`src/rtl/core/thermal_vss_zone_selector_top_assert.svh`:
```
// Assertion macros for the thermal VSS zone selector.
// Used by thermal_vss_zone_selector_top.sv; no other dependencies.
`ifndef THERMAL_VSS_ZONE_SELECTOR_TOP_ASSERT_SVH
`define THERMAL_VSS_ZONE_SELECTOR_TOP_ASSERT_SVH

// same-cycle implication, disabled in reset
`define TVZS_ASSERT_IMPLY(label, clk, rst_n, ante, cons) \
    label: assert property (@(posedge clk) disable iff (!(rst_n)) (ante) |-> (cons)) \
        else $error("tvzs: implication check failed");

// next-cycle implication, disabled in reset
`define TVZS_ASSERT_NEXT(label, clk, rst_n, ante, cons) \
    label: assert property (@(posedge clk) disable iff (!(rst_n)) (ante) |=> (cons)) \
        else $error("tvzs: next-cycle check failed");

`endif

```
`src/rtl/core/tvzs_pkg.sv`:
```
// Shared types and constants for the thermal VSS zone selector.
// No dependencies.
package tvzs_pkg;

    localparam int TEMP_W  = 18;
    localparam int BL_W    = 12;
    localparam int ZONE_W  = 2;
    localparam int CFG_IDX_W = 2;
    localparam int CFG_DATA_W = 18;

    typedef logic signed [TEMP_W-1:0] t_temp;
    typedef logic [BL_W-1:0]          t_bl;
    typedef logic [ZONE_W-1:0]        t_zone;
    typedef logic [CFG_IDX_W-1:0]     t_cfg_idx;
    typedef logic [CFG_DATA_W-1:0]    t_cfg_data;

    localparam t_zone ZONE_NONE = 2'd0;
    localparam t_zone ZONE_COLD = 2'd1;
    localparam t_zone ZONE_MID  = 2'd2;
    localparam t_zone ZONE_HOT  = 2'd3;

    localparam t_cfg_idx REG_COLD_LIMIT = 2'd0;
    localparam t_cfg_idx REG_HOT_LIMIT  = 2'd1;
    localparam t_cfg_idx REG_BL_LOW     = 2'd2;
    localparam t_cfg_idx REG_BL_HIGH    = 2'd3;

    localparam t_temp RST_COLD_LIMIT = 18'sd0;
    localparam t_temp RST_HOT_LIMIT  = 18'sd10000;
    localparam t_bl   RST_BL_LOW     = 12'd3000;
    localparam t_bl   RST_BL_HIGH    = 12'd3975;

    typedef struct packed {
        t_temp cold_limit;
        t_temp hot_limit;
        t_bl   bl_low;
        t_bl   bl_high;
    } t_cfg;

    typedef struct packed {
        t_temp temperature;
        t_bl   backlight_level;
        logic  panel_off;
    } t_sample;

    typedef struct packed {
        t_zone command;
        t_zone zone;
        logic  descending;
    } t_result;

endpackage

```
`src/rtl/core/tvzs_ifs.sv`:
```
// Request and result channel interfaces for the zone selector.
// Depends on tvzs_pkg.
interface tvzs_req_if import tvzs_pkg::*; ();
    logic  valid;
    logic  ready;
    t_temp temperature;
    t_bl   backlight_level;
    logic  panel_off;

    modport source (output valid, output temperature, output backlight_level,
                    output panel_off, input ready);
    modport sink   (input valid, input temperature, input backlight_level,
                    input panel_off, output ready);
endinterface

interface tvzs_rsp_if import tvzs_pkg::*; ();
    logic  valid;
    logic  ready;
    t_zone command;
    t_zone zone;
    logic  descending;

    modport source (output valid, output command, output zone,
                    output descending, input ready);
    modport sink   (input valid, input command, input zone,
                    input descending, output ready);
endinterface

```
`src/rtl/core/tvzs_cfg_regs.sv`:
```
// Configuration register file: limits and backlight window.
// Depends on tvzs_pkg.
module tvzs_cfg_regs import tvzs_pkg::*; (
    input  logic      i_clk,
    input  logic      i_rst_n,
    input  logic      i_we,
    input  t_cfg_idx  i_idx,
    input  t_cfg_data i_wdata,
    output t_cfg      o_cfg
);

    t_cfg r_cfg;

    always_ff @(posedge i_clk) begin
        if (!i_rst_n) begin
            r_cfg.cold_limit <= RST_COLD_LIMIT;
            r_cfg.hot_limit  <= RST_HOT_LIMIT;
            r_cfg.bl_low     <= RST_BL_LOW;
            r_cfg.bl_high    <= RST_BL_HIGH;
        end else if (i_we) begin
            case (i_idx)
                REG_COLD_LIMIT: r_cfg.cold_limit <= t_temp'(i_wdata);
                REG_HOT_LIMIT:  r_cfg.hot_limit  <= t_temp'(i_wdata);
                REG_BL_LOW:     r_cfg.bl_low     <= i_wdata[BL_W-1:0];
                REG_BL_HIGH:    r_cfg.bl_high    <= i_wdata[BL_W-1:0];
                default: ;
            endcase
        end
    end

    assign o_cfg = r_cfg;

endmodule

```
`src/rtl/core/tvzs_zone_core.sv`:
```
// Zone tracking state and per-sample zone decision.
// Depends on tvzs_pkg.
module tvzs_zone_core import tvzs_pkg::*; (
    input  logic    i_clk,
    input  logic    i_rst_n,
    input  logic    i_adv,
    input  t_sample i_sample,
    input  t_cfg    i_cfg,
    output t_result o_result
);

    logic  r_has_run, n_has_run;
    logic  r_falling, n_falling;
    t_zone r_zone,    n_zone;
    t_temp r_lowest,  n_lowest;

    logic  fresh, new_min, in_window, pick;
    logic  cold_hit, mid_hit, hot_hit;
    t_zone zone_base, cmd;
    t_temp temp;

    always_comb begin
        temp      = i_sample.temperature;
        fresh     = !r_has_run || i_sample.panel_off;
        new_min   = r_has_run && ($signed(temp) < $signed(r_lowest));
        in_window = (i_sample.backlight_level >= i_cfg.bl_low) &&
                    (i_sample.backlight_level <  i_cfg.bl_high);

        // min tracking, then power-off override
        n_falling = r_has_run ? new_min : r_falling;
        zone_base = r_zone;
        if (i_sample.panel_off) begin
            n_falling = 1'b0;
            zone_base = ZONE_NONE;
        end

        pick     = fresh || n_falling;
        cold_hit = (zone_base != ZONE_COLD) && in_window &&
                   ($signed(temp) <= $signed(i_cfg.cold_limit));
        mid_hit  = (zone_base != ZONE_MID) && in_window &&
                   ($signed(temp) >  $signed(i_cfg.cold_limit)) &&
                   ($signed(temp) <  $signed(i_cfg.hot_limit));
        hot_hit  = (zone_base != ZONE_HOT) &&
                   ($signed(temp) >= $signed(i_cfg.hot_limit));

        cmd = ZONE_NONE;
        if (pick) begin
            if (cold_hit)      cmd = ZONE_COLD;
            else if (mid_hit)  cmd = ZONE_MID;
            else if (hot_hit)  cmd = ZONE_HOT;
        end

        n_zone    = (cmd != ZONE_NONE) ? cmd : zone_base;
        n_lowest  = (fresh || new_min) ? temp : r_lowest;
        n_has_run = 1'b1;

        o_result.command    = cmd;
        o_result.zone       = n_zone;
        o_result.descending = n_falling;
    end

    always_ff @(posedge i_clk) begin
        if (!i_rst_n) begin
            r_has_run <= 1'b0;
            r_falling <= 1'b0;
            r_zone    <= ZONE_NONE;
            r_lowest  <= '0;
        end else if (i_adv) begin
            r_has_run <= n_has_run;
            r_falling <= n_falling;
            r_zone    <= n_zone;
            r_lowest  <= n_lowest;
        end
    end

endmodule

```
`src/rtl/core/thermal_vss_zone_selector_top.sv`:
```
// Thermal VSS zone selector: usage notes
// Request channel i_req carries temperature (18b signed, millidegrees),
// backlight_level (12b) and panel_off; a request is accepted when valid
// and ready are both high on a rising clock edge.
// Result channel o_rsp carries command (0 none, 1 cold, 2 mid, 3 hot),
// zone after the sample and the descending flag, one result per request.
// Path: a request is captured in the input register, then its result in
// the result register, which drives o_rsp; a stall on o_rsp can hold it
// in the input register. Throughput: one request per cycle while o_rsp.ready
// is high, set by the combinational zone decision that updates the tracking state.
// Stall: when o_rsp.ready is low the result holds; one more request
// may sit in the input register, after which i_req.ready drops.
// Reset (i_rst_n, synchronous, active low): both pipeline stages empty,
// tracking state cleared, limits back to 0 / 10000 and the backlight
// window to 3000..3974. Config is written via i_cfg_we / i_cfg_idx /
// i_cfg_wdata while the block is idle; no read-back.
// Depends on tvzs_pkg, tvzs_ifs, tvzs_cfg_regs, tvzs_zone_core and
// thermal_vss_zone_selector_top_assert.svh.
`include "thermal_vss_zone_selector_top_assert.svh"

module thermal_vss_zone_selector_top import tvzs_pkg::*; (
    input  logic       i_clk,
    input  logic       i_rst_n,
    tvzs_req_if.sink   i_req,
    tvzs_rsp_if.source o_rsp,
    input  logic       i_cfg_we,
    input  t_cfg_idx   i_cfg_idx,
    input  t_cfg_data  i_cfg_wdata
);

    t_cfg    cfg;
    t_result result;

    // input stage
    logic    r_in_valid;
    t_sample r_in;
    // result stage
    logic    r_out_valid;
    t_result r_out;

    logic adv;       // input stage moves into result stage
    logic in_take;   // request accepted

    // result stage can load when empty or being drained
    assign adv     = r_in_valid && (!r_out_valid || o_rsp.ready);
    assign i_req.ready = !r_in_valid || adv;
    assign in_take = i_req.valid && i_req.ready;

    tvzs_cfg_regs u_cfg (
        .i_clk   (i_clk),
        .i_rst_n (i_rst_n),
        .i_we    (i_cfg_we),
        .i_idx   (i_cfg_idx),
        .i_wdata (i_cfg_wdata),
        .o_cfg   (cfg)
    );

    tvzs_zone_core u_core (
        .i_clk    (i_clk),
        .i_rst_n  (i_rst_n),
        .i_adv    (adv),
        .i_sample (r_in),
        .i_cfg    (cfg),
        .o_result (result)
    );

    always_ff @(posedge i_clk) begin
        if (!i_rst_n) begin
            r_in_valid <= 1'b0;
        end else if (in_take) begin
            r_in_valid <= 1'b1;
        end else if (adv) begin
            r_in_valid <= 1'b0;
        end
    end

    always_ff @(posedge i_clk) begin
        if (in_take) begin
            r_in.temperature     <= i_req.temperature;
            r_in.backlight_level <= i_req.backlight_level;
            r_in.panel_off       <= i_req.panel_off;
        end
    end

    always_ff @(posedge i_clk) begin
        if (!i_rst_n) begin
            r_out_valid <= 1'b0;
        end else if (adv) begin
            r_out_valid <= 1'b1;
        end else if (o_rsp.ready) begin
            r_out_valid <= 1'b0;
        end
    end

    always_ff @(posedge i_clk) begin
        if (adv) begin
            r_out <= result;
        end
    end

    assign o_rsp.valid      = r_out_valid;
    assign o_rsp.command    = r_out.command;
    assign o_rsp.zone       = r_out.zone;
    assign o_rsp.descending = r_out.descending;

    // a sent command always names the zone it moved to
    `TVZS_ASSERT_IMPLY(a_cmd_matches_zone, i_clk, i_rst_n,
        r_out_valid && (r_out.command != ZONE_NONE), r_out.zone == r_out.command)
    // both stages full and sink stalled: no new request taken
    `TVZS_ASSERT_IMPLY(a_full_blocks_req, i_clk, i_rst_n,
        r_in_valid && r_out_valid && !o_rsp.ready, !i_req.ready)
    // every advance yields a valid result next cycle
    `TVZS_ASSERT_NEXT(a_adv_gives_result, i_clk, i_rst_n, adv, r_out_valid)

endmodule

```
`src/flat_wrapper.sv`:
```
// flat-port wrapper written by rule: the top's interface ports become plain ports
module thermal_vss_zone_selector_top_flat import tvzs_pkg::*;
  (i_clk, i_rst_n, i_cfg_we, i_cfg_idx, i_cfg_wdata, i_req_valid, i_req_temperature, i_req_backlight_level, i_req_panel_off, i_req_ready, o_rsp_valid, o_rsp_command, o_rsp_zone, o_rsp_descending, o_rsp_ready);
  tvzs_req_if i_req_i ();
  tvzs_rsp_if o_rsp_i ();
  input  logic i_clk;
  input  logic i_rst_n;
  input  logic i_cfg_we;
  input  t_cfg_idx i_cfg_idx;
  input  t_cfg_data i_cfg_wdata;
  input wire logic [$bits(i_req_i.valid)-1:0] i_req_valid;
  input wire logic [$bits(i_req_i.temperature)-1:0] i_req_temperature;
  input wire logic [$bits(i_req_i.backlight_level)-1:0] i_req_backlight_level;
  input wire logic [$bits(i_req_i.panel_off)-1:0] i_req_panel_off;
  output wire logic [$bits(i_req_i.ready)-1:0] i_req_ready;
  output wire logic [$bits(o_rsp_i.valid)-1:0] o_rsp_valid;
  output wire logic [$bits(o_rsp_i.command)-1:0] o_rsp_command;
  output wire logic [$bits(o_rsp_i.zone)-1:0] o_rsp_zone;
  output wire logic [$bits(o_rsp_i.descending)-1:0] o_rsp_descending;
  input wire logic [$bits(o_rsp_i.ready)-1:0] o_rsp_ready;
  assign i_req_i.valid = i_req_valid;
  assign i_req_i.temperature = i_req_temperature;
  assign i_req_i.backlight_level = i_req_backlight_level;
  assign i_req_i.panel_off = i_req_panel_off;
  assign i_req_ready = i_req_i.ready;
  assign o_rsp_valid = o_rsp_i.valid;
  assign o_rsp_command = o_rsp_i.command;
  assign o_rsp_zone = o_rsp_i.zone;
  assign o_rsp_descending = o_rsp_i.descending;
  assign o_rsp_i.ready = o_rsp_ready;
  thermal_vss_zone_selector_top u_core (.i_clk(i_clk), .i_rst_n(i_rst_n), .i_req(i_req_i), .o_rsp(o_rsp_i), .i_cfg_we(i_cfg_we), .i_cfg_idx(i_cfg_idx), .i_cfg_wdata(i_cfg_wdata));
endmodule
```
`config.mk`:
```
export PLATFORM = sky130hd
export DESIGN_NAME = thermal_vss_zone_selector_top_flat
export DESIGN_NICKNAME = d
export VERILOG_FILES = /design/src/rtl/core/tvzs_pkg.sv /design/src/rtl/core/tvzs_ifs.sv /design/src/rtl/core/tvzs_cfg_regs.sv /design/src/rtl/core/tvzs_zone_core.sv /design/src/rtl/core/thermal_vss_zone_selector_top.sv /design/src/flat_wrapper.sv
export VERILOG_INCLUDE_DIRS = /design/src /design/src/rtl/core
export SDC_FILE = /design/constraint.sdc
export NUM_CORES = 1
export LEC_CHECK = 0
export ABC_CLOCK_PERIOD_IN_PS = 2700
export BUFFER_PORTS_ARGS = -buffer_cell sky130_fd_sc_hd__buf_2
export CORE_ASPECT_RATIO = 1.25
export CORE_UTILIZATION = 40
export DETAILED_ROUTE_END_ITERATION = 7
export PLACE_DENSITY = 0.6
export SLEW_MARGIN = 20
export SYNTH_ARGS = -nofsm -noshare
export SYNTH_HDL_FRONTEND = slang
export SYNTH_SLANG_ARGS = --single-unit
```
`constraint.sdc`:
```
create_clock -name i_clk -period 2.7 [get_ports i_clk]
set_clock_uncertainty 0.05 [all_clocks]
set_input_delay 0.405 -clock i_clk [delete_from_list [all_inputs] [get_ports i_clk]]
set_output_delay 0.405 -clock i_clk [all_outputs]
set_load 0.1 [all_outputs]
```
==> out/metrics.csv, run 1 <==
stage;metric;value;unit
run_status;status;complete, but fails checks;
run_status;violations;design-rule violations;
cts;cts_tree;done;
routing;top_layer;met4;
pwr;powerDensity;622;nW/um^2
synthesis;synth_warnings;0;
synthesis;yosysTopAreaCell;dfxtp_1;
pwr;power_frac_seq;0.420;
worst_setup_path;r2r-start;u_core.r_in[16];
synthesis;synthArstFlopShare;0;
timing;relSlewSlack;0.390;
synthesis;ys_seq_area_frac;0.455;
routing;wl_per_cell;15.7;um
grt;grt_pass1_wl;23900;um
timing;setup_viol;0;
cts;clock-root-buffer;clkbuf_16;
die;pin_count;63;
worst_setup_path;crit_top_cell;a31oi_1;
synthesis;ys_seq_elements;120;
die;die_y;140;um
layout;diodes;0;
synthesis;synthFlopType;dfxtp_1;
synthesis;synth_edf_count;36;
synthesis;yosys-top-cells-area;dfxtp_1, edfxtp_1, ha_1;
routing;wl_met2;7960;um
timing;tightest_slew;0.914;ns
timing;drv_slew;0;
cts;worstSkewPairLatency;0.41;ns
placed_design;gp_congestion;0.914;
grt;antenna_found_initial;0;
pwr;swShare;0.269;
pwr;switchingPower;0.00128;W
timing;fmax;0.377;GHz
grt;grt_max_degree;65;
worst_setup_path;rr_endpoint;u_core.u_core.r_zone[1];
pwr;combPwrFrac;0.147;
routing;routed-wl-met3;506;um
synthesis;synth_top_cell_area_share;0.277;
cts;clk_pin_slew;0.06;ns
hold_path;hold_end;u_core.r_in[12];
placed_design;dp_hpwl;11000;um
hold_path;min_delay_path_depth;1;
layout;syn2layout_area_growth;26.2;%
routing;num_vias;5087;
cts;cts_buffer_depth;2;
placed_design;port_buffers;62;
routing;viasPerCell;5.21;
pwr;power.total;0.00477;W
worst_setup_path;cp-start-kind;register;
routing;initialDrtViolationCount;221;
timing;post-route-min-period;2.66;ns
placed_design;dp_cells;935;
synthesis;avgSynthCellArea;8.87;um^2
cts;cts.sinks;120;
hold_path;hold_class;in -> reg;
routing;drt-met1-wl;6550;um
timing;finalSetupTns;0;ns
synthesis;syn_nets;817;
die;dieArea;15700;um^2
routing;drc_errors;4;
routing;drt.antenna.violating_nets;0;
layout;post_route_cells_drive_above_1_share;0.218;
grt;grt.total_usage;0.196;
pwr;peakVddDrop;0.000418;V
routing;dr.pass1.iters;6;
layout;finalNonFillerCells;976;
flow_run;cap_violations;0;
die;die_w;112;um
cts;htreeDepth;4;
grt;grt_overflow_total;0;
worst_setup_path;worst_path_max_delay_cell;edfxtp_1;
timing;grt_setup_unrepaired;true;
worst_setup_path;endpoint_kind;register;
worst_setup_path;cp_slowest_stage_delay;0.45;ns
routing;wl;15300;um
timing;fin_crit_sh;0.984;
die;start_util;0.408;
worst_setup_path;worstRegToRegCells;11;
synthesis;ys_types;51;
timing;hold_viol;0;
worst_setup_path;crit_chain;buf_4 > ha_1 > and3_1 > o21ai_2 > a31oi_1 > o21ai_1 > a31o_2 > o2111ai_2 > buf_6 > a211o_1 > a31oi_1;
cts;postCtsHoldBufs;0;
layout;num-nets-final;913;
worst_setup_path;rrSetupSlack;0.04;ns
worst_setup_path;criticalPathCategory;reg -> reg;
pwr;intPower;0.00349;W
grt;grt_pass1_vias;5040;
synthesis;netlist_instances;685;
hold_path;hold_path_startpoint;i_req_backlight_level[11];
worst_setup_path;crit_fanout;4;
synthesis;syn_area;6080;um^2
cts;numCtsBuffers;17;
worst_setup_path;required;2.96;ns
pwr;clockPowerShare;0.432;
pwr;power_leakage;3.17;nW
worst_setup_path;crit_arrival;2.92;ns
die;core_area;14900;um^2
die;rows;50;
-- cells in the mapped netlist, types with 5 or more instances --
library cell / instances
a21o_1: 5
a21oi_1: 86
clkbuf_1: 22
dfxtp_1: 84
edfxtp_1: 36
ha_1: 76
inv_1: 85
nand2_1: 120
nand2b_1: 7
nand3_1: 9
nand4_1: 7
nor2_1: 55
o211ai_1: 22
o21ai_0: 8
-- metal layers --
| layer | GRT usage | vias up |
|---|---|---|
| li1 | - | 2543 |
| met4 | 0.0716 | 0 |
| met1 | 0.224 | 2431 |
| met3 | 0.0414 | 21 |
| met5 | 0 | - |
| met2 | 0.357 | 92 |
-- cells by family (layout without fill, tap and decap cells) --
| logic type | Yosys count | in the layout | share of synthesized area |
|---|---|---|---|
| fa+ha+maj | 76 | 76 | 0.156 |
| buf+inv | 108 | 217 | 0.0667 |
| flops | 120 | 120 | 0.455 |
| mux | 2 | 2 | 0.00329 |
| simple gates | 222 | 222 | 0.160 |
| compound gates | 157 | 157 | 0.159 |
-- sequential cells by signal, summed over array words and instances (netlist names) --
register,cells
u_core.u_cfg.o_cfg,60
u_core.r_in,31
u_core.u_core.r_lowest,18
u_core.o_rsp.command,2
u_core.o_rsp.zone,2
u_core.u_core.r_zone,2
u_core.o_rsp.descending,1
u_core.o_rsp.valid,1
u_core.r_in_valid,1
u_core.u_core.r_falling,1
u_core.u_core.r_has_run,1
-- worst max path at each step --
stage	startpoint	endpoint	slack (ns)	cells past startpoint
floorplan	u_core.r_in[28]	u_core.o_rsp.zone[1]	0.15	9
global placement	u_core.r_in[28]	u_core.o_rsp.zone[1]	-0.19	9
detailed placement	u_core.r_in[1]	u_core.u_core.r_zone[0]	-0.17	13
CTS	u_core.r_in[1]	u_core.u_core.r_zone[0]	-0.03	13
global route	u_core.r_in[28]	u_core.u_core.r_zone[1]	-0.07	11
finish	u_core.r_in[16]	u_core.u_core.r_zone[1]	0.04	11
-- worst max-delay path: cells and delay by family (launching register included) --
family | cells | cell delay, ns
buffers and inverters | 2 | 0.35
adders and majority gates | 1 | 0.29
DFF | 1 | 0.45
and+or+nand+nor | 1 | 0.16
AOI/OAI and AO/OA | 7 | 1.26
-- area by class of cell --
| class | count | area (um^2) |
|---|---|---|
| fill | 1378 | 7220 |
| sequential | 120 | 2760 |
| timing repair buffer | 99 | 642 |
| clock buffer | 21 | 472 |
| inverter | 86 | 324 |
| multi-input combinational | 457 | 3180 |
| clock inverter | 11 | 67.6 |
| tap | 182 | 228 |
-- power by group through the flow --
stage / Combinational [W] / Clock (W) / Sequential (W)
6_report: 0.000703 / 0.00206 / 0.00201
5_1_grt: 0.000776 / 0.00220 / 0.00201
4_1_cts: 0.000640 / 0.00210 / 0.00200
3_5_place_dp: 0.000614 / 0 / 0.00204
3_3_place_gp: 0.000592 / 0 / 0.00203
2_1_floorplan: 0.000351 / 0 / 0.00207
-- per-stage QoR --
stage | area, um^2 | hold WS (ns) | setup WS (ns) | util
floorplan | 6080 | 0.383 | 0.147 | -
global placement | 6780 | 0.395 | -0.192 | 0.455
detailed placement | 6780 | 0.398 | -0.172 | 0.455
CTS | 7410 | 0.0988 | -0.0286 | 0.497
global route | 7670 | 0.0964 | -0.0676 | 0.515
finish | 7670 | 0.112 | 0.0441 | 0.515
-- cell usage in the layout, fill, tap and decap left out, types with 5 or more instances in the layout --
| cell type | instances |
|---|---|
| nand2_1 | 120 |
| inv_1 | 84 |
| dfxtp_1 | 83 |
| a21oi_1 | 81 |
| ha_1 | 72 |
| buf_2 | 62 |
| nor2_1 | 54 |
| edfxtp_1 | 36 |
| buf_4 | 31 |
| o211ai_1 | 22 |
| clkbuf_16 | 19 |
| nand3_1 | 8 |
| nand4_1 | 7 |
| o21ai_1 | 6 |
| nand2b_1 | 6 |
| a21oi_2 | 6 |
| clkinv_2 | 6 |
| a21o_1 | 5 |
-- what timing repair did --
item	4_1_cts	5_1_grt
setup endpoints to repair	7	7
pin swaps	6	27
gates resized for setup	15	33
gates cloned	0	1
setup buffers	1	8
Power figures use the tool's default switching activity.
==> run 2: changes to the inputs <==
==> constraint.sdc (replaced) <==
create_clock -name i_clk -period 2.7 [get_ports i_clk]
set_clock_uncertainty 0.05 [all_clocks]
set_input_delay 0.27 -clock i_clk [delete_from_list [all_inputs] [get_ports i_clk]]
set_output_delay 0.27 -clock i_clk [all_outputs]
set_load 0.1 [all_outputs]
==> run 2 against run 1 <==
The flow still finishes with violations (design-rule violations). Design area up 3.6%. Clock power up 11%. Critical path depth shrank 2. Setup slack got worse by 0.028 ns. Global-route usage is 0.66 points higher. Non-clock buffer count increased by 30. Register-to-register slack worse by 0.03 ns. Sequential share of layout area decreased by 1.3 points. First-iteration DRC count down 3.2%. Via count rose by 0.75%. Maximum frequency fell by 1.0%. Sequential power barely moved. Largest power group unchanged. Highest routed layer unchanged.
==> out/metrics.csv, run 2 (synthesized netlist as in run 1, its figures left out) <==
stage;metric;value;unit
routing;wl;15000;um
layout;post_route_cells_drive_above_1_share;0.204;
worst_setup_path;cp_slowest_stage_delay;0.48;ns
timing;setup_viol;0;
worst_setup_path;required;2.82;ns
timing;grt_setup_unrepaired;true;
die;dieArea;15700;um^2
timing;relSlewSlack;0.439;
worst_setup_path;crit_family;compound AO/OA/AOI/OAI gates;
timing;hold_viol;0;
die;die_y;140;um
timing;fmax;0.373;GHz
routing;dr.pass1.iters;6;
worst_setup_path;cp.depth;9;
worst_setup_path;rrSetupSlack;0.02;ns
layout;diodes;0;
hold_path;hold_class;in -> reg;
cts;cts.sinks;120;
worst_setup_path;crit_arrival;2.80;ns
layout;multi_input_area;3110;um^2
placed_design;port_buffers;62;
cts;clk_pin_slew;0.05;ns
timing;finalSetupTns;0;ns
layout;final_common_cell;nand2_1;
placed_design;dp_hpwl;10900;um
cts;clock-root-buffer;clkbuf_16;
timing;post-route-min-period;2.68;ns
grt;grt_pass1_vias;5147;
cts;worstSkewPairLatency;0.42;ns
cts;cts_tree;done;
grt;grt.total_usage;0.202;
pwr;powerDensity;628;nW/um^2
placed_design;dp_cells;939;
timing;drv_slew;0;
cts;cts_buffer_depth;2;
worst_setup_path;worstRegToRegCells;9;
worst_setup_path;crit_top_cell;o2111ai_2;
routing;initialDrtViolationCount;214;
worst_setup_path;rr_endpoint;u_core.o_rsp.zone[0];
worst_setup_path;endpoint;u_core.o_rsp.zone[0];
pwr;power.total;0.00499;W
layout;fill_cells;1365;
worst_setup_path;endpoint_kind;register;
cts;numCtsBuffers;17;
grt;grt_pass1_wl;24600;um
die;core_area;14900;um^2
die;pin_count;63;
layout;regArea;2760;um^2
layout;final_cell_mix;nand2_1, inv_1, a21oi_1, dfxtp_1, ha_1;
worst_setup_path;r2r-start;u_core.r_in[22];
routing;viasPerCell;5.09;
grt;antenna_found_initial;0;
routing;num_vias;5125;
worst_setup_path;cp-start-kind;register;
worst_setup_path;crit_chain;ha_4 > nand4_1 > o31ai_4 > a2111oi_4 > a211oi_4 > o2111ai_2 > buf_4 > o2111ai_2 > nand2_1;
grt;grt_overflow_total;0;
die;start_util;0.408;
layout;syn2layout_area_growth;30.8;%
layout;finalNonFillerCells;1006;
grt;grt_max_degree;36;
worst_setup_path;worstSetupStartpoint;u_core.r_in[22];
die;rows;50;
worst_setup_path;criticalPathCategory;reg -> reg;
timing;fin_crit_sh;0.994;
routing;wl_per_cell;14.9;um
routing;drc_errors;4;
timing;tightest_slew;0.842;ns
layout;fin_util;0.534;
layout;num-nets-final;943;
worst_setup_path;worst_path_max_delay_cell;edfxtp_1;
layout;largest_reg_flops;60;
routing;drt.antenna.violating_nets;0;
run_status;status;complete, but fails checks;
die;die_w;112;um
pwr;peakVddDrop;0.000416;V
worst_setup_path;crit_fanout;4;
cts;htreeDepth;4;
worst_setup_path;cp_num_buf_inv;1;
run_status;violations;design-rule violations;
placed_design;gp_congestion;0.931;
flow_run;cap_violations;0;
pwr;power_leakage;3.31;nW
==> run 2: layer usage <==
| layer | up-vias | wire length (um) | GRT usage |
|---|---|---|---|
| met5 | - | 0 | 0 |
| met4 | 0 | 221 | 0.0849 |
| met3 | 20 | 530 | 0.0418 |
| met2 | 110 | 7600 | 0.348 |
| met1 | 2393 | 6640 | 0.245 |
| li1 | 2602 | - | - |
==> run 2: cell type report <==
cell class,count,share of cell area
sequential,120,0.348
inverter,86,0.0406
multi-input combinational,457,0.392
clock inverter,10,0.0107
clock buffer,22,0.0652
timing repair buffer,129,0.116
tap,182,0.0286
==> run 2: through the flow <==
stage / setup slack (ns) / hold slack (ns) / area [um^2]
3_5_place_dp: -0.224 / 0.398 / 6810
2_1_floorplan: 0.147 / 0.319 / 6080
4_1_cts: 0.0000220 / 0.0267 / 7830
5_1_grt: -0.121 / 0.0553 / 7950
6_report: 0.0165 / 0.0381 / 7950
3_3_place_gp: -0.186 / 0.395 / 6810
==> run 2: repair_timing <==
item                                   4_1_cts  5_1_grt
pin swaps                                    9       17
gates resized for setup                     17       20
endpoints found under the hold margin       31        0
hold buffers                                31        0
setup buffers                                2        2
setup endpoints to repair                    6        7
==> run 2: worst min-delay path, delay by kind of cell <==
family | cells | cell delay (ns)
AOI/OAI and AO/OA | 1 | 0.03
buffers and inverters | 1 | 0.09
and+or+nand+nor | 1 | 0.08
==> run 2: worst min path at each step <==
| stage | slack [ns] | endpoint | start | cells past startpoint |
|---|---|---|---|---|
| floorplan | 0.32 | u_core.r_in[0] | i_req_panel_off | 0 |
| global placement | 0.39 | u_core.u_cfg.o_cfg[52] | u_core.u_cfg.o_cfg[52] | 2 |
| global route | 0.06 | u_core.u_cfg.o_cfg[56] | i_cfg_wdata[14] | 3 |
| finish | 0.04 | u_core.r_in_valid | i_req_valid | 3 |
| CTS | 0.03 | u_core.r_in_valid | i_req_valid | 3 |
| detailed placement | 0.40 | u_core.r_in[12] | i_req_backlight_level[11] | 1 |
==> run 2: power by group <==
part           internal [W]  total, W  switching, W
sequential          0.00195   0.00200     0.0000480
combinational      0.000303  0.000713      0.000410
clock               0.00145   0.00228      0.000830
total               0.00371   0.00499       0.00129
==> run 3: changes to the inputs <==
Settings changed: BUFFER_PORTS_ARGS -buffer_cell sky130_fd_sc_hd__buf_2 to default, DONT_BUFFER_PORTS from default to 1, PLACE_DENSITY 0.6 to 0.56, SETUP_SLACK_MARGIN from default to 0.5.
==> run 3 against run 2 <==
The flow finishes with violations (design-rule violations, negative setup slack). Global-route usage is 0.93 points higher. Sequential share of layout area is 1.9 points lower. Sequential cell count stayed put. Design area is 5.9% higher. Combinational power is 8.0% higher. Worst hold slack better by 0.0086 ns.
==> out/metrics.csv, run 3 (synthesized netlist as in run 1, its figures left out) <==
stage;metric;value;unit
timing;drv_slew;0;
pwr;power.total;0.00509;W
timing;fin_crit_sh;1.01;
worst_setup_path;crit_arrival;2.85;ns
cts;numCtsBuffers;17;
layout;regArea;2760;um^2
layout;largest_reg_flops;60;
die;pin_count;63;
grt;grt.total_usage;0.212;
timing;fin_ws;-0.0280;ns
timing;hold_viol;0;
placed_design;dp_hpwl;10800;um
pwr;power_leakage;3.33;nW
cts;worstSkewPairLatency;0.42;ns
layout;multi_input_area;3400;um^2
layout;num-nets-final;922;
routing;drt.antenna.violating_nets;0;
die;die_w;112;um
die;dieArea;15700;um^2
die;die_y;140;um
layout;final_common_cell;nand2_1;
cts;cts.sinks;120;
worst_setup_path;cp_slowest_stage_delay;0.44;ns
routing;num_vias;5171;
flow_run;cap_violations;0;
placed_design;dp_cells;880;
placed_design;port_buffers;0;
timing;relSlewSlack;0.389;
grt;antenna_found_initial;0;
layout;diodes;0;
worst_setup_path;crit_fanout;4;
layout;post_route_cells_drive_above_1_share;0.204;
layout;fill_cells;1266;
die;rows;50;
grt;use_met3;0.0492;
timing;tightest_slew;0.919;ns
timing;grt_setup_unrepaired;true;
worst_setup_path;criticalPathCategory;reg -> reg;
grt;grt_max_degree;38;
routing;initialDrtViolationCount;222;
placed_design;gp_congestion;0.793;
die;start_util;0.408;
routing;viasPerCell;5.25;
worst_setup_path;required;2.82;ns
layout;syn2layout_area_growth;38.5;%
run_status;status;complete, but fails checks;
routing;wl_per_cell;16.6;um
grt;grt_overflow_total;0;
placed_design;dpl_worst_slack;-0.275;ns
worst_setup_path;endpoint_kind;register;
worst_setup_path;cp-start-kind;register;
timing;whs;0.0467;ns
cts;clk_pin_slew;0.06;ns
timing;fmax;0.367;GHz
routing;drc_errors;3;
pwr;powerDensity;605;nW/um^2
routing;dr.pass1.iters;7;
cts;cts_tree;done;
grt;top_usage_layer;met2;
routing;wl;16400;um
pwr;peakVddDrop;0.000415;V
die;core_area;14900;um^2
layout;finalNonFillerCells;985;
worst_setup_path;crit_top_cell;buf_4;
grt;met2_usage;0.367;
cts;clock-root-buffer;clkbuf_16;
worst_setup_path;crit_chain;buf_6 > ha_4 > nand4_1 > o31ai_1 > a2111oi_1 > buf_4 > a211oi_4 > o2111ai_2 > buf_4 > o2111ai_4 > nand2_1;
run_status;violations;design-rule violations, negative setup slack;
hold_path;hold_class;in -> reg;
timing;post-route-min-period;2.73;ns
cts;htreeDepth;4;
cts;cts_buffer_depth;2;
grt;grt_pass1_vias;5158;
grt;grt_pass1_wl;25500;um
timing;finalSetupTns;-0.0280;ns
worst_setup_path;worst_path_max_delay_cell;edfxtp_1;
timing;setup_viol;1;
layout;final_cell_mix;nand2_1, inv_1, dfxtp_1;
grt;grt_use_met1;0.256;
## run 3: cell types whose count changed in the layout (fill, tap and decap cells not counted), moves of 4 or more
cell	change
a21oi_1	-19
buf_6	+11
a21oi_2	+17
clkbuf_16	+5
dlygate4sd3_1	+21
buf_2	-62
ha_4	+11
nor2_1	-4
buf_4	+4
ha_1	-11
## run 3: path summary, 6_finish.rpt
path / slack, ns / startpoint / to / cells past startpoint
setup / recovery: -0.03 / u_core.r_in[16] / u_core.o_rsp.zone[0] / 11
hold / removal: 0.05 / o_rsp_ready / u_core.o_rsp.valid / 3
setup reg to reg: -0.03 / u_core.r_in[16] / u_core.o_rsp.zone[0] / 11
hold reg to reg: 0.40 / u_core.u_cfg.o_cfg[31] / u_core.u_cfg.o_cfg[31] / 2
## run 3: worst max-delay path: cells and delay by family (launching register included)
kind	cells	cell delay [ns]
AOI/OAI and AO/OA	5	1.02
DFF	1	0.44
buffers and inverters	3	0.52
adders and majority gates	1	0.26
and+or+nand+nor	2	0.19
## run 3: final cells by class
| type | instances | area share |
|---|---|---|
| Clock buffer | 28 | 0.0691 |
| Clock inverter | 4 | 0.00282 |
| Inverter | 86 | 0.0383 |
| Multi-Input combinational cell | 457 | 0.404 |
| Sequential cell | 120 | 0.328 |
| Tap cell | 182 | 0.0271 |
| Timing Repair Buffer | 108 | 0.131 |
## run 3: per-layer routing
layer / vias up / wire length (um) / part of all wire
li1: 2562 / - / -
met1: 2438 / 7030 / 0.43
met2: 142 / 8140 / 0.50
met3: 29 / 763 / 0.047
met4: 0 / 468 / 0.029
met5: - / 0 / 0
## run 3: metrics by stage
| step | instance area (um^2) | util |
|---|---|---|
| 2_1_floorplan | 6200 | - |
| 3_3_place_gp | 6600 | 0.443 |
| 3_5_place_dp | 6600 | 0.443 |
| 4_1_cts | 7980 | 0.536 |
| 5_1_grt | 8420 | 0.565 |
| 6_report | 8420 | 0.565 |
## run 3: where the power goes
group	switching, W	internal [W]	total, W
registers	0.0000921	0.00195	0.00205
clock network	0.000810	0.00147	0.00228
logic	0.000407	0.000364	0.000770
## run 3: repair_timing
| item | in CTS | in global routing |
|---|---|---|
| setup endpoints to repair | 26 | 26 |
| cloned | 1 | 4 |
| setup buffers | 10 | 6 |
| hold buffers | 52 | 0 |
| resized for setup | 23 | 60 |
| endpoints found under the hold margin | 92 | 0 |
| pin swaps | 18 | 38 |
